### config.mk
export PLATFORM = sky130hd
export DESIGN_NAME = tilt_and_condition_monitor
export DESIGN_NICKNAME = d
export VERILOG_FILES = /design/src/hw/rtl/tcm_pkg.sv /design/src/hw/rtl/tcm_isqrt.sv /design/src/hw/rtl/tcm_cordic.sv /design/src/hw/rtl/tilt_and_condition_monitor.sv
export SDC_FILE = /design/constraint.sdc
export NUM_CORES = 2
export LEC_CHECK = 0
export CORE_MARGIN = 8
export CORE_UTILIZATION = 68
export CTS_CLUSTER_SIZE = 10
export DETAILED_ROUTE_END_ITERATION = 6
export DONT_BUFFER_PORTS = 1
export GPL_ROUTABILITY_DRIVEN = 0
export PLACE_DENSITY = 0.92
export REMOVE_ABC_BUFFERS = 1
export SETUP_SLACK_MARGIN = 0.1
export SLEW_MARGIN = 20
export SYNTH_ARGS = -nofsm -noshare
export SYNTH_HDL_FRONTEND = slang
export SYNTH_SLANG_ARGS = --single-unit
export TNS_END_PERCENT = 100
### constraint.sdc
create_clock -name clk -period 20.3 [get_ports clk]
set_input_delay 6.09 -clock clk [delete_from_list [all_inputs] [get_ports clk]]
set_output_delay 6.09 -clock clk [all_outputs]
set_load 0.02 [all_outputs]
### src/hw/rtl/tcm_pkg.sv
`timescale 1ns / 1ps
`default_nettype none
package tcm_pkg;

	localparam int CordicStepsDefault = 16;
	localparam int AtanLen = 24;
	localparam int AccelW = 17;
	localparam int TempW = 15;
	localparam int LuxW = 16;
	localparam int AngleW = 15;
	localparam int SpeedW = 21;
	localparam int TiltW = 14;
	localparam int ScaleW = 16;
	localparam int CfgIdxW = 3;
	localparam int CfgDataW = 21;
	localparam int SqW = 2 * AccelW;
	localparam int RadW = SqW + 16;
	localparam int RootW = RadW / 2;
	localparam int CordW = 28;
	localparam int ZW = 32;
	localparam int AngleMax = 9000;

	typedef enum logic [CfgIdxW-1:0] {
		REG_TILT_LIMIT   = 3'd0,
		REG_TEMP_LOW     = 3'd1,
		REG_TEMP_HIGH    = 3'd2,
		REG_LUX_LIMIT    = 3'd3,
		REG_SPEED_LIMIT  = 3'd4,
		REG_SPEED_OFFSET = 3'd5,
		REG_STEP_SCALE   = 3'd6
	} cfg_reg_t;

	typedef struct packed {
		logic start;
	} unit_ctl_t;

	// arctangent of 2^-i, in 2^-16 of 0.01 degree
	function automatic logic signed [ZW-1:0] atan_entry(input logic [4:0] idx);
		logic signed [ZW-1:0] v;
		case (idx)
			5'd0: v = 32'sd294912000;
			5'd1: v = 32'sd174096719;
			5'd2: v = 32'sd91987925;
			5'd3: v = 32'sd46694507;
			5'd4: v = 32'sd23437865;
			5'd5: v = 32'sd11730358;
			5'd6: v = 32'sd5866610;
			5'd7: v = 32'sd2933484;
			5'd8: v = 32'sd1466764;
			5'd9: v = 32'sd733385;
			5'd10: v = 32'sd366693;
			5'd11: v = 32'sd183346;
			5'd12: v = 32'sd91673;
			5'd13: v = 32'sd45837;
			5'd14: v = 32'sd22918;
			5'd15: v = 32'sd11459;
			5'd16: v = 32'sd5730;
			5'd17: v = 32'sd2865;
			5'd18: v = 32'sd1432;
			5'd19: v = 32'sd716;
			5'd20: v = 32'sd358;
			5'd21: v = 32'sd179;
			5'd22: v = 32'sd90;
			5'd23: v = 32'sd45;
			default: v = '0;
		endcase
		return v;
	endfunction

endpackage
`default_nettype wire

### src/hw/rtl/tcm_isqrt.sv
`timescale 1ns / 1ps
`default_nettype none
module tcm_isqrt (
	input  wire                       clk,
	input  wire                       arst_n,
	input  wire tcm_pkg::unit_ctl_t   ctl_in,
	input  wire [tcm_pkg::RadW-1:0]   radicand,
	output logic                      done,
	output logic [tcm_pkg::RootW-1:0] root
);
	import tcm_pkg::*;

	localparam int CntW = $clog2(RootW + 1);

	logic [RadW-1:0]   op_q;
	logic [RootW:0]    rem_q;
	logic [RootW-1:0]  root_q;
	logic [CntW-1:0]   cnt_q;
	logic              busy_q;
	logic              done_q;
	logic [RootW+2:0]  rem_next;
	logic [RootW+2:0]  trial;
	logic [RootW+2:0]  diff;

	always_comb begin
		rem_next = {rem_q, op_q[RadW-1 -: 2]};
		trial    = {1'b0, root_q, 2'b01};
		diff     = rem_next - trial;
	end

	// one root bit per cycle, restoring
	always_ff @(posedge clk or negedge arst_n) begin
		if (!arst_n) begin
			busy_q <= 1'b0;
			done_q <= 1'b0;
			cnt_q  <= '0;
		end else begin
			done_q <= 1'b0;
			if (ctl_in.start) begin
				busy_q <= 1'b1;
				cnt_q  <= '0;
			end else if (busy_q) begin
				if (cnt_q == CntW'(RootW - 1)) begin
					busy_q <= 1'b0;
					done_q <= 1'b1;
				end
				cnt_q <= cnt_q + 1'b1;
			end
		end
	end

	always_ff @(posedge clk) begin
		if (ctl_in.start) begin
			op_q   <= radicand;
			rem_q  <= '0;
			root_q <= '0;
		end else if (busy_q) begin
			op_q <= {op_q[RadW-3:0], 2'b00};
			if (rem_next >= trial) begin
				rem_q  <= diff[RootW:0];
				root_q <= {root_q[RootW-2:0], 1'b1};
			end else begin
				rem_q  <= rem_next[RootW:0];
				root_q <= {root_q[RootW-2:0], 1'b0};
			end
		end
	end

	assign done = done_q;
	assign root = root_q;

endmodule
`default_nettype wire

### src/hw/rtl/tcm_cordic.sv
`timescale 1ns / 1ps
`default_nettype none
module tcm_cordic #(
	parameter int CORDIC_STEPS = tcm_pkg::CordicStepsDefault
) (
	input  wire                               clk,
	input  wire                               arst_n,
	input  wire tcm_pkg::unit_ctl_t           ctl_in,
	input  wire [tcm_pkg::RootW-1:0]          mag,
	input  wire signed [tcm_pkg::AccelW:0]    num,
	output logic                              done,
	output logic signed [tcm_pkg::AngleW-1:0] angle
);
	import tcm_pkg::*;

	localparam int IterW = $clog2(CORDIC_STEPS);

	logic signed [CordW-1:0] x_q, y_q, dx, dy;
	logic signed [ZW-1:0]    z_q, zs;
	logic signed [15:0]      zr;
	logic [IterW-1:0]        i_q;
	logic                    busy_q, done_q, zero_q, neg_q, pos_q;

	assign dx = y_q >>> i_q;
	assign dy = x_q >>> i_q;

	always_ff @(posedge clk or negedge arst_n) begin
		if (!arst_n) begin
			busy_q <= 1'b0;
			done_q <= 1'b0;
			i_q    <= '0;
		end else begin
			done_q <= 1'b0;
			if (ctl_in.start) begin
				busy_q <= 1'b1;
				i_q    <= '0;
			end else if (busy_q) begin
				if (i_q == IterW'(CORDIC_STEPS - 1)) begin
					busy_q <= 1'b0;
					done_q <= 1'b1;
				end
				i_q <= i_q + 1'b1;
			end
		end
	end

	// rotate towards y = 0, accumulate the angle
	always_ff @(posedge clk) begin
		if (ctl_in.start) begin
			x_q    <= CordW'(mag);
			y_q    <= CordW'(num) <<< 8;
			z_q    <= '0;
			zero_q <= (mag == '0);
			neg_q  <= num[AccelW];
			pos_q  <= !num[AccelW] && (num != '0);
		end else if (busy_q) begin
			if (!y_q[CordW-1]) begin
				x_q <= x_q + dx;
				y_q <= y_q - dy;
				z_q <= z_q + atan_entry(5'(i_q));
			end else begin
				x_q <= x_q - dx;
				y_q <= y_q + dy;
				z_q <= z_q - atan_entry(5'(i_q));
			end
		end
	end

	always_comb begin
		zs = z_q + 32'sd32768;
		zr = zs[ZW-1:16];
		if (zero_q) begin
			if (pos_q)
				angle = AngleW'(AngleMax);
			else if (neg_q)
				angle = AngleW'(-AngleMax);
			else
				angle = '0;
		end else if (zr > 16'sd9000) begin
			angle = AngleW'(AngleMax);
		end else if (zr < -16'sd9000) begin
			angle = AngleW'(-AngleMax);
		end else begin
			angle = zr[AngleW-1:0];
		end
	end

	assign done = done_q;

endmodule
`default_nettype wire

### src/hw/rtl/tilt_and_condition_monitor.sv
`timescale 1ns / 1ps
`default_nettype none
// Tilt and condition monitor: each accepted item (three accelerations, a
// temperature and a light level) yields one result with pitch and roll in
// 0.01 degree, a saturated vertical speed, a per-item limit flag and a sticky
// ok flag that only reset restores. Both angles run through one sequencer that
// squares on a shared multiplier, takes a bit-serial square root and then an
// iterative CORDIC vectoring pass. The input is not ready while an item is in
// flight, including while it waits for the result register to be free, and is
// ready again the cycle after the result is loaded. Limit registers are written
// through cfg_we / cfg_index / cfg_data; the user must write them only while the
// block is idle, as the block itself does not enforce it.
module tilt_and_condition_monitor #(
	parameter int CORDIC_STEPS = tcm_pkg::CordicStepsDefault
) (
	input  wire                                clk,
	input  wire                                arst_n,
	input  wire                                cfg_we,
	input  wire [tcm_pkg::CfgIdxW-1:0]         cfg_index,
	input  wire [tcm_pkg::CfgDataW-1:0]        cfg_data,
	input  wire                                in_valid,
	output logic                               in_ready,
	input  wire signed [tcm_pkg::AccelW-1:0]   accel_x,
	input  wire signed [tcm_pkg::AccelW-1:0]   accel_y,
	input  wire signed [tcm_pkg::AccelW-1:0]   accel_z,
	input  wire signed [tcm_pkg::TempW-1:0]    temp_in,
	input  wire [tcm_pkg::LuxW-1:0]            light_lux,
	output logic                               out_valid,
	input  wire                                out_ready,
	output logic signed [tcm_pkg::AngleW-1:0]  pitch,
	output logic signed [tcm_pkg::AngleW-1:0]  roll,
	output logic signed [tcm_pkg::SpeedW-1:0]  speed_z,
	output logic                               sample_bad,
	output logic                               package_ok
);
	import tcm_pkg::*;

	typedef enum logic [2:0] {
		S_IDLE, S_SQA, S_SQB, S_ROOT, S_ROT, S_SPD, S_OUT
	} state_t;

	state_t state_q;

	logic [TiltW-1:0]         tilt_limit_q;
	logic signed [TempW-1:0]  temp_low_q, temp_high_q;
	logic [LuxW-1:0]          lux_limit_q;
	logic signed [SpeedW-1:0] speed_limit_q;
	logic [ScaleW-1:0]        speed_offset_q, step_scale_q;

	logic signed [AccelW-1:0] ax_q, ay_q, az_q, pz_q;
	logic signed [TempW-1:0]  temp_q;
	logic [LuxW-1:0]          lux_q;
	logic                     sel_q, ok_q;
	logic [SqW-1:0]           sq_q;
	logic signed [AngleW-1:0] pitch_q, roll_q;
	logic signed [34:0]       prod_q;

	logic signed [AccelW-1:0] mul_op;
	logic signed [SqW-1:0]    sqr;
	logic signed [AccelW:0]   num;
	logic [RootW-1:0]         root;
	logic signed [AngleW-1:0] angle;
	unit_ctl_t                sq_ctl, cd_ctl;
	logic                     sq_done, cd_done;

	logic signed [25:0]       sh;
	logic signed [26:0]       spd_full;
	logic signed [SpeedW-1:0] spd_sat;
	logic signed [15:0]       tl_s, p_s, r_s;
	logic                     bad, out_fire;

	// shared squarer: first term, then the z term for both angles
	assign mul_op = (state_q == S_SQA) ? (sel_q ? ay_q : ax_q) : az_q;
	assign sqr    = mul_op * mul_op;
	assign num    = sel_q ? -(AccelW + 1)'(ax_q) : (AccelW + 1)'(ay_q);

	assign sq_ctl.start = (state_q == S_SQB);
	assign cd_ctl.start = (state_q == S_ROOT) && sq_done;

	tcm_isqrt u_isqrt (
		.clk      (clk),
		.arst_n   (arst_n),
		.ctl_in   (sq_ctl),
		.radicand ({sq_q + $unsigned(sqr), 16'b0}),
		.done     (sq_done),
		.root     (root)
	);

	tcm_cordic #(
		.CORDIC_STEPS (CORDIC_STEPS)
	) u_cordic (
		.clk    (clk),
		.arst_n (arst_n),
		.ctl_in (cd_ctl),
		.mag    (root),
		.num    (num),
		.done   (cd_done),
		.angle  (angle)
	);

	always_comb begin
		sh       = 26'(prod_q >>> 9);
		spd_full = 27'(sh) - $signed({11'b0, speed_offset_q});
		if (spd_full > 27'sd1048575)
			spd_sat = SpeedW'(1048575);
		else if (spd_full < -27'sd1048576)
			spd_sat = SpeedW'(-1048576);
		else
			spd_sat = spd_full[SpeedW-1:0];
		tl_s = $signed({2'b0, tilt_limit_q});
		p_s  = 16'(pitch_q);
		r_s  = 16'(roll_q);
		bad  = (p_s > tl_s) || (p_s < -tl_s) || (r_s > tl_s) || (r_s < -tl_s)
			|| (temp_q < temp_low_q) || (temp_q > temp_high_q)
			|| (lux_q > lux_limit_q) || (spd_sat > speed_limit_q);
	end

	assign out_fire = (state_q == S_OUT) && (!out_valid || out_ready);
	assign in_ready = (state_q == S_IDLE);

	always_ff @(posedge clk or negedge arst_n) begin
		if (!arst_n) begin
			tilt_limit_q   <= TiltW'(4500);
			temp_low_q     <= TempW'(500);
			temp_high_q    <= TempW'(2500);
			lux_limit_q    <= LuxW'(100);
			speed_limit_q  <= SpeedW'(2560);
			speed_offset_q <= ScaleW'(2202);
			step_scale_q   <= ScaleW'(256);
		end else if (cfg_we) begin
			case (cfg_index)
				REG_TILT_LIMIT:   tilt_limit_q   <= cfg_data[TiltW-1:0];
				REG_TEMP_LOW:     temp_low_q     <= cfg_data[TempW-1:0];
				REG_TEMP_HIGH:    temp_high_q    <= cfg_data[TempW-1:0];
				REG_LUX_LIMIT:    lux_limit_q    <= cfg_data[LuxW-1:0];
				REG_SPEED_LIMIT:  speed_limit_q  <= cfg_data[SpeedW-1:0];
				REG_SPEED_OFFSET: speed_offset_q <= cfg_data[ScaleW-1:0];
				REG_STEP_SCALE:   step_scale_q   <= cfg_data[ScaleW-1:0];
				default: ;
			endcase
		end
	end

	always_ff @(posedge clk or negedge arst_n) begin
		if (!arst_n) begin
			state_q    <= S_IDLE;
			sel_q      <= 1'b0;
			ok_q       <= 1'b1;
			pz_q       <= '0;
			out_valid  <= 1'b0;
			sample_bad <= 1'b0;
			package_ok <= 1'b1;
		end else begin
			if (out_valid && out_ready && !out_fire)
				out_valid <= 1'b0;
			case (state_q)
				S_IDLE: begin
					if (in_valid) begin
						sel_q   <= 1'b0;
						state_q <= S_SQA;
					end
				end
				S_SQA:  state_q <= S_SQB;
				S_SQB:  state_q <= S_ROOT;
				S_ROOT: begin
					if (sq_done)
						state_q <= S_ROT;
				end
				S_ROT: begin
					if (cd_done) begin
						sel_q   <= 1'b1;
						state_q <= sel_q ? S_SPD : S_SQA;
					end
				end
				S_SPD:  state_q <= S_OUT;
				S_OUT: begin
					// hold until the result slot is free
					if (out_fire) begin
						out_valid  <= 1'b1;
						sample_bad <= bad;
						package_ok <= ok_q & ~bad;
						ok_q       <= ok_q & ~bad;
						pz_q       <= az_q;
						state_q    <= S_IDLE;
					end
				end
				default: state_q <= S_IDLE;
			endcase
		end
	end

	always_ff @(posedge clk) begin
		if (in_valid && in_ready) begin
			ax_q   <= accel_x;
			ay_q   <= accel_y;
			az_q   <= accel_z;
			temp_q <= temp_in;
			lux_q  <= light_lux;
		end
		if (state_q == S_SQA)
			sq_q <= $unsigned(sqr);
		if (state_q == S_ROT && cd_done) begin
			if (sel_q)
				roll_q <= angle;
			else
				pitch_q <= angle;
		end
		if (state_q == S_SPD)
			prod_q <= (18'(az_q) + 18'(pz_q)) * $signed({1'b0, step_scale_q});
		if (out_fire) begin
			pitch   <= pitch_q;
			roll    <= roll_q;
			speed_z <= spd_sat;
		end
	end

endmodule
`default_nettype wire
==> summary.txt <==
STA
  – Max-slew violation count: 0
  – Clock skew: 0.0362 ns
  – RSZ-0062 raised after global routing: false
  – Fin. Hold Viols: 0
  – Worst-Margin Slew: 1.09 ns
  – Final Critical Period: 11.59 ns
  – Final setup viols: 0
  – Period Utilization, post-route: 57.1%
  – Worst rel slew slack: 27.4%
  – Highest clock rate: 0.0863 GHz
  – Final TNS setup: 0 ns
  – Setup slack after layout: 8.71 ns

Clock network
  – Post-CTS setup buffers: 0
  – CTS Buf Count: 67
  – Worst skew pair latency: 0.65 ns
  – Htree depth: 3
  – CTS root buffer: clkbuf_16
  – TritonCTS clock tree: built
  – Cts hold-fix bufs: 0
  – Resized Gates After CTS: 0
  – Clk pin slew, worst setup/hold paths: 0.06 ns
  – CTS Buffer Depth: 3
  – Clock sinks: 548

Status
  – Failing checks: design-rule violations
  – Outcome: finished, violations left

Yosys
  – Synth warn: 0
  – Yosys top cell area share: 19.9%
  – Cells after Synth: 5924
  – Avg Cell Area, Syn: 9.58 sq um
  – Register area share after synthesis: 26.1%
  – Unique masters post-synth: 93
  – Synth top cells by count: inv_1, fa_1, nand2_1
  – EDFF count, synth: 304
  – Synth top area cells: fa_1, edfxtp_1, ha_1, inv_1, dfrtp_1
  – Post-synth top flop: edfxtp_1
  – Asr flop ratio synth: 27.4%
  – Cell accounting for the most synthesized area: fa_1
  – Most common cell in the synthesized netlist: inv_1
  – Cell Area, Synth: 56800 sq um
  – FF+latch count, synth: 548

Finish
  – Fillers: 5243
  – Register Area: 14800 sq um
  – Multi-input gate area: 37900 sq um
  – Share of post-route cells with drive strength above 1: 6.23%
  – Post-route insts no fill: 6968
  – Nets: 6988
  – Syn-to-layout area delta: 5.36%

Die
  – Initial Util: 68.3%
  – Row count: 106
  – DIE AREA: 93000 sq um
  – Die Ht: 305 um
  – I/O pin cnt: 166
  – Core Footprint: 83200 sq um
  – Die width: 305 um

Worst setup path
  – Worst r2r path cells: 39
  – Setup crit end kind: register
  – Worst setup startpoint: state_q[0]
  – RR Startpoint: state_q[0]
  – Crit path required time: 20.66 ns
  – Reg2reg setup slack: 8.71 ns
  – Capturing point of the worst reg2reg path: u_isqrt.op_q[49]
  – Crit path buf inv count: 6
  – Delay-heaviest family, CP: adder cells
  – Data arrival time of the worst path: 11.95 ns
  – Critical Path Source Type: register
  – Crit path largest cell delay: 0.74 ns
  – Critical path class: reg -> reg
  – Crit path max-delay cell type: a21oi_1
  – Crit Path Max Fanout: 68
  – CP most frequent cell: fa_1

GRT
  – First-pass GRT wire length: 239000 um
  – GR Util All Layers: 31.6%
  – Initial antenna violation count: 11
  – Pin count of the biggest net entering global routing: 151
  – Vias in the first global route: 46200
  – Gr ovfl total: 0

Place
  – Post-DP HPWL: 111000 um
  – Port bufs: 0
  – Placed cells: 6836
  – Post-place setup slack: 9.06 ns

Hold path
  – Hold crit path type: reg -> reg
  – Hold Path Origin: roll_q[0]
  – Hold path depth: 0
  – Hold Crit Endpoint: roll[0]

Drt
  – Vias per cell: 6.39
  – Remaining DRCs: 42
  – WL final: 149000 um
  – Iteration-0 DRC Markers: 4892
  – Wire per inst: 21.3 um
  – Remaining antenna violation count: 0
  – First-pass DRT Iterations: 7
  – Vias: 44500

Flow run
  – Max Cap Viol: 0
==> state kept, by name, summed over array words and instances (netlist names), 25 cells and up <==
signal	cells
u_isqrt.op_q	34
sq_q	33
u_cordic.y_q	28
u_isqrt.rem_q	26
u_isqrt.root	25
u_cordic.z_q	32
u_cordic.x_q	28
prod_q	26
==> placed cells by master (no fill, tap or decap), types with 48 or more instances in the layout <==
cell type	netlist	final
inv_1	873	872
fa_1	565	565
nand2_1	561	561
ha_1	486	486
nor2_1	428	425
edfxtp_1	304	304
a21oi_1	303	303
o21ai_0	271	271
xnor2_1	214	212
and2_1	142	141
xor2_1	134	134
mux2i_1	126	126
dfrtp_1	122	115
a21o_1	107	107
dfxtp_1	94	94
mux2_2	93	93
nand3_1	75	75
clkbuf_16	0	69
nor3_1	66	64
o21a_1	63	63
mux4_2	55	55
a211oi_1	51	51
nor2b_1	50	50
nand2b_1	48	48
buf_4	5	48
==> stage by stage <==
stage	area (sq um)	util (%)	hold slack, ns
after floorplan	55900	-	0.426
after global placement	57700	69.4	0.436
after detailed placement	57700	69.4	0.443
after CTS	59700	71.8	0.455
after global routing	59800	71.9	0.475
final	59800	71.9	0.455
==> per-layer routing <==
layer / track usage, % / vias to the layer above / wire (um)
met4: 15.7 / 8 / 8560
met3: 8.70 / 688 / 16800
met5: 0 / - / 54
li1: - / 19600 / -
met2: 51.7 / 2809 / 69400
met1: 38.4 / 21400 / 54000
==> cells by family after synthesis <==
logic type / synth area share, %
buf+inv: 7.36
mux: 6.42
simple gates: 12.7
compound gates: 11.4
flops: 26.1
xor+xnor: 5.37
fa+ha+maj: 30.7
==> worst reg2reg max path, delay by kind of cell (launching register included) <==
family / cells / cell delay, ns
AO/OA/AOI/OAI: 9 / 2.70
flip-flops: 1 / 0.60
AND/OR/NAND/NOR: 14 / 2.25
buffers and inverters: 6 / 1.51
adder cells (fa/ha/maj): 8 / 3.81
XOR/XNOR: 2 / 0.44
==> cell type report <==
| cell class | count | area share (%) |
|---|---|---|
| multi-input combinational | 4279 | 63.3 |
| clock inverter | 12 | 0.278 |
| timing repair buffer | 49 | 0.649 |
| inverter | 881 | 5.53 |
| antenna | 10 | 0.0418 |
| clock buffer | 109 | 3.17 |
| sequential | 548 | 24.8 |
| tap | 1080 | 2.26 |
==> how the worst max path moves through the flow <==
stage                                  end  depth (start not counted)
after CTS                 u_isqrt.op_q[49]                         39
after floorplan           u_isqrt.op_q[49]                         39
after global routing      u_isqrt.op_q[49]                         39
after global placement    u_isqrt.op_q[49]                         39
after detailed placement  u_isqrt.op_q[49]                         39
final                     u_isqrt.op_q[49]                         39
Power is left out: the tool's default activity adds up to more than one toggle a clock period on the data nets, which glitch-free logic cannot reach.
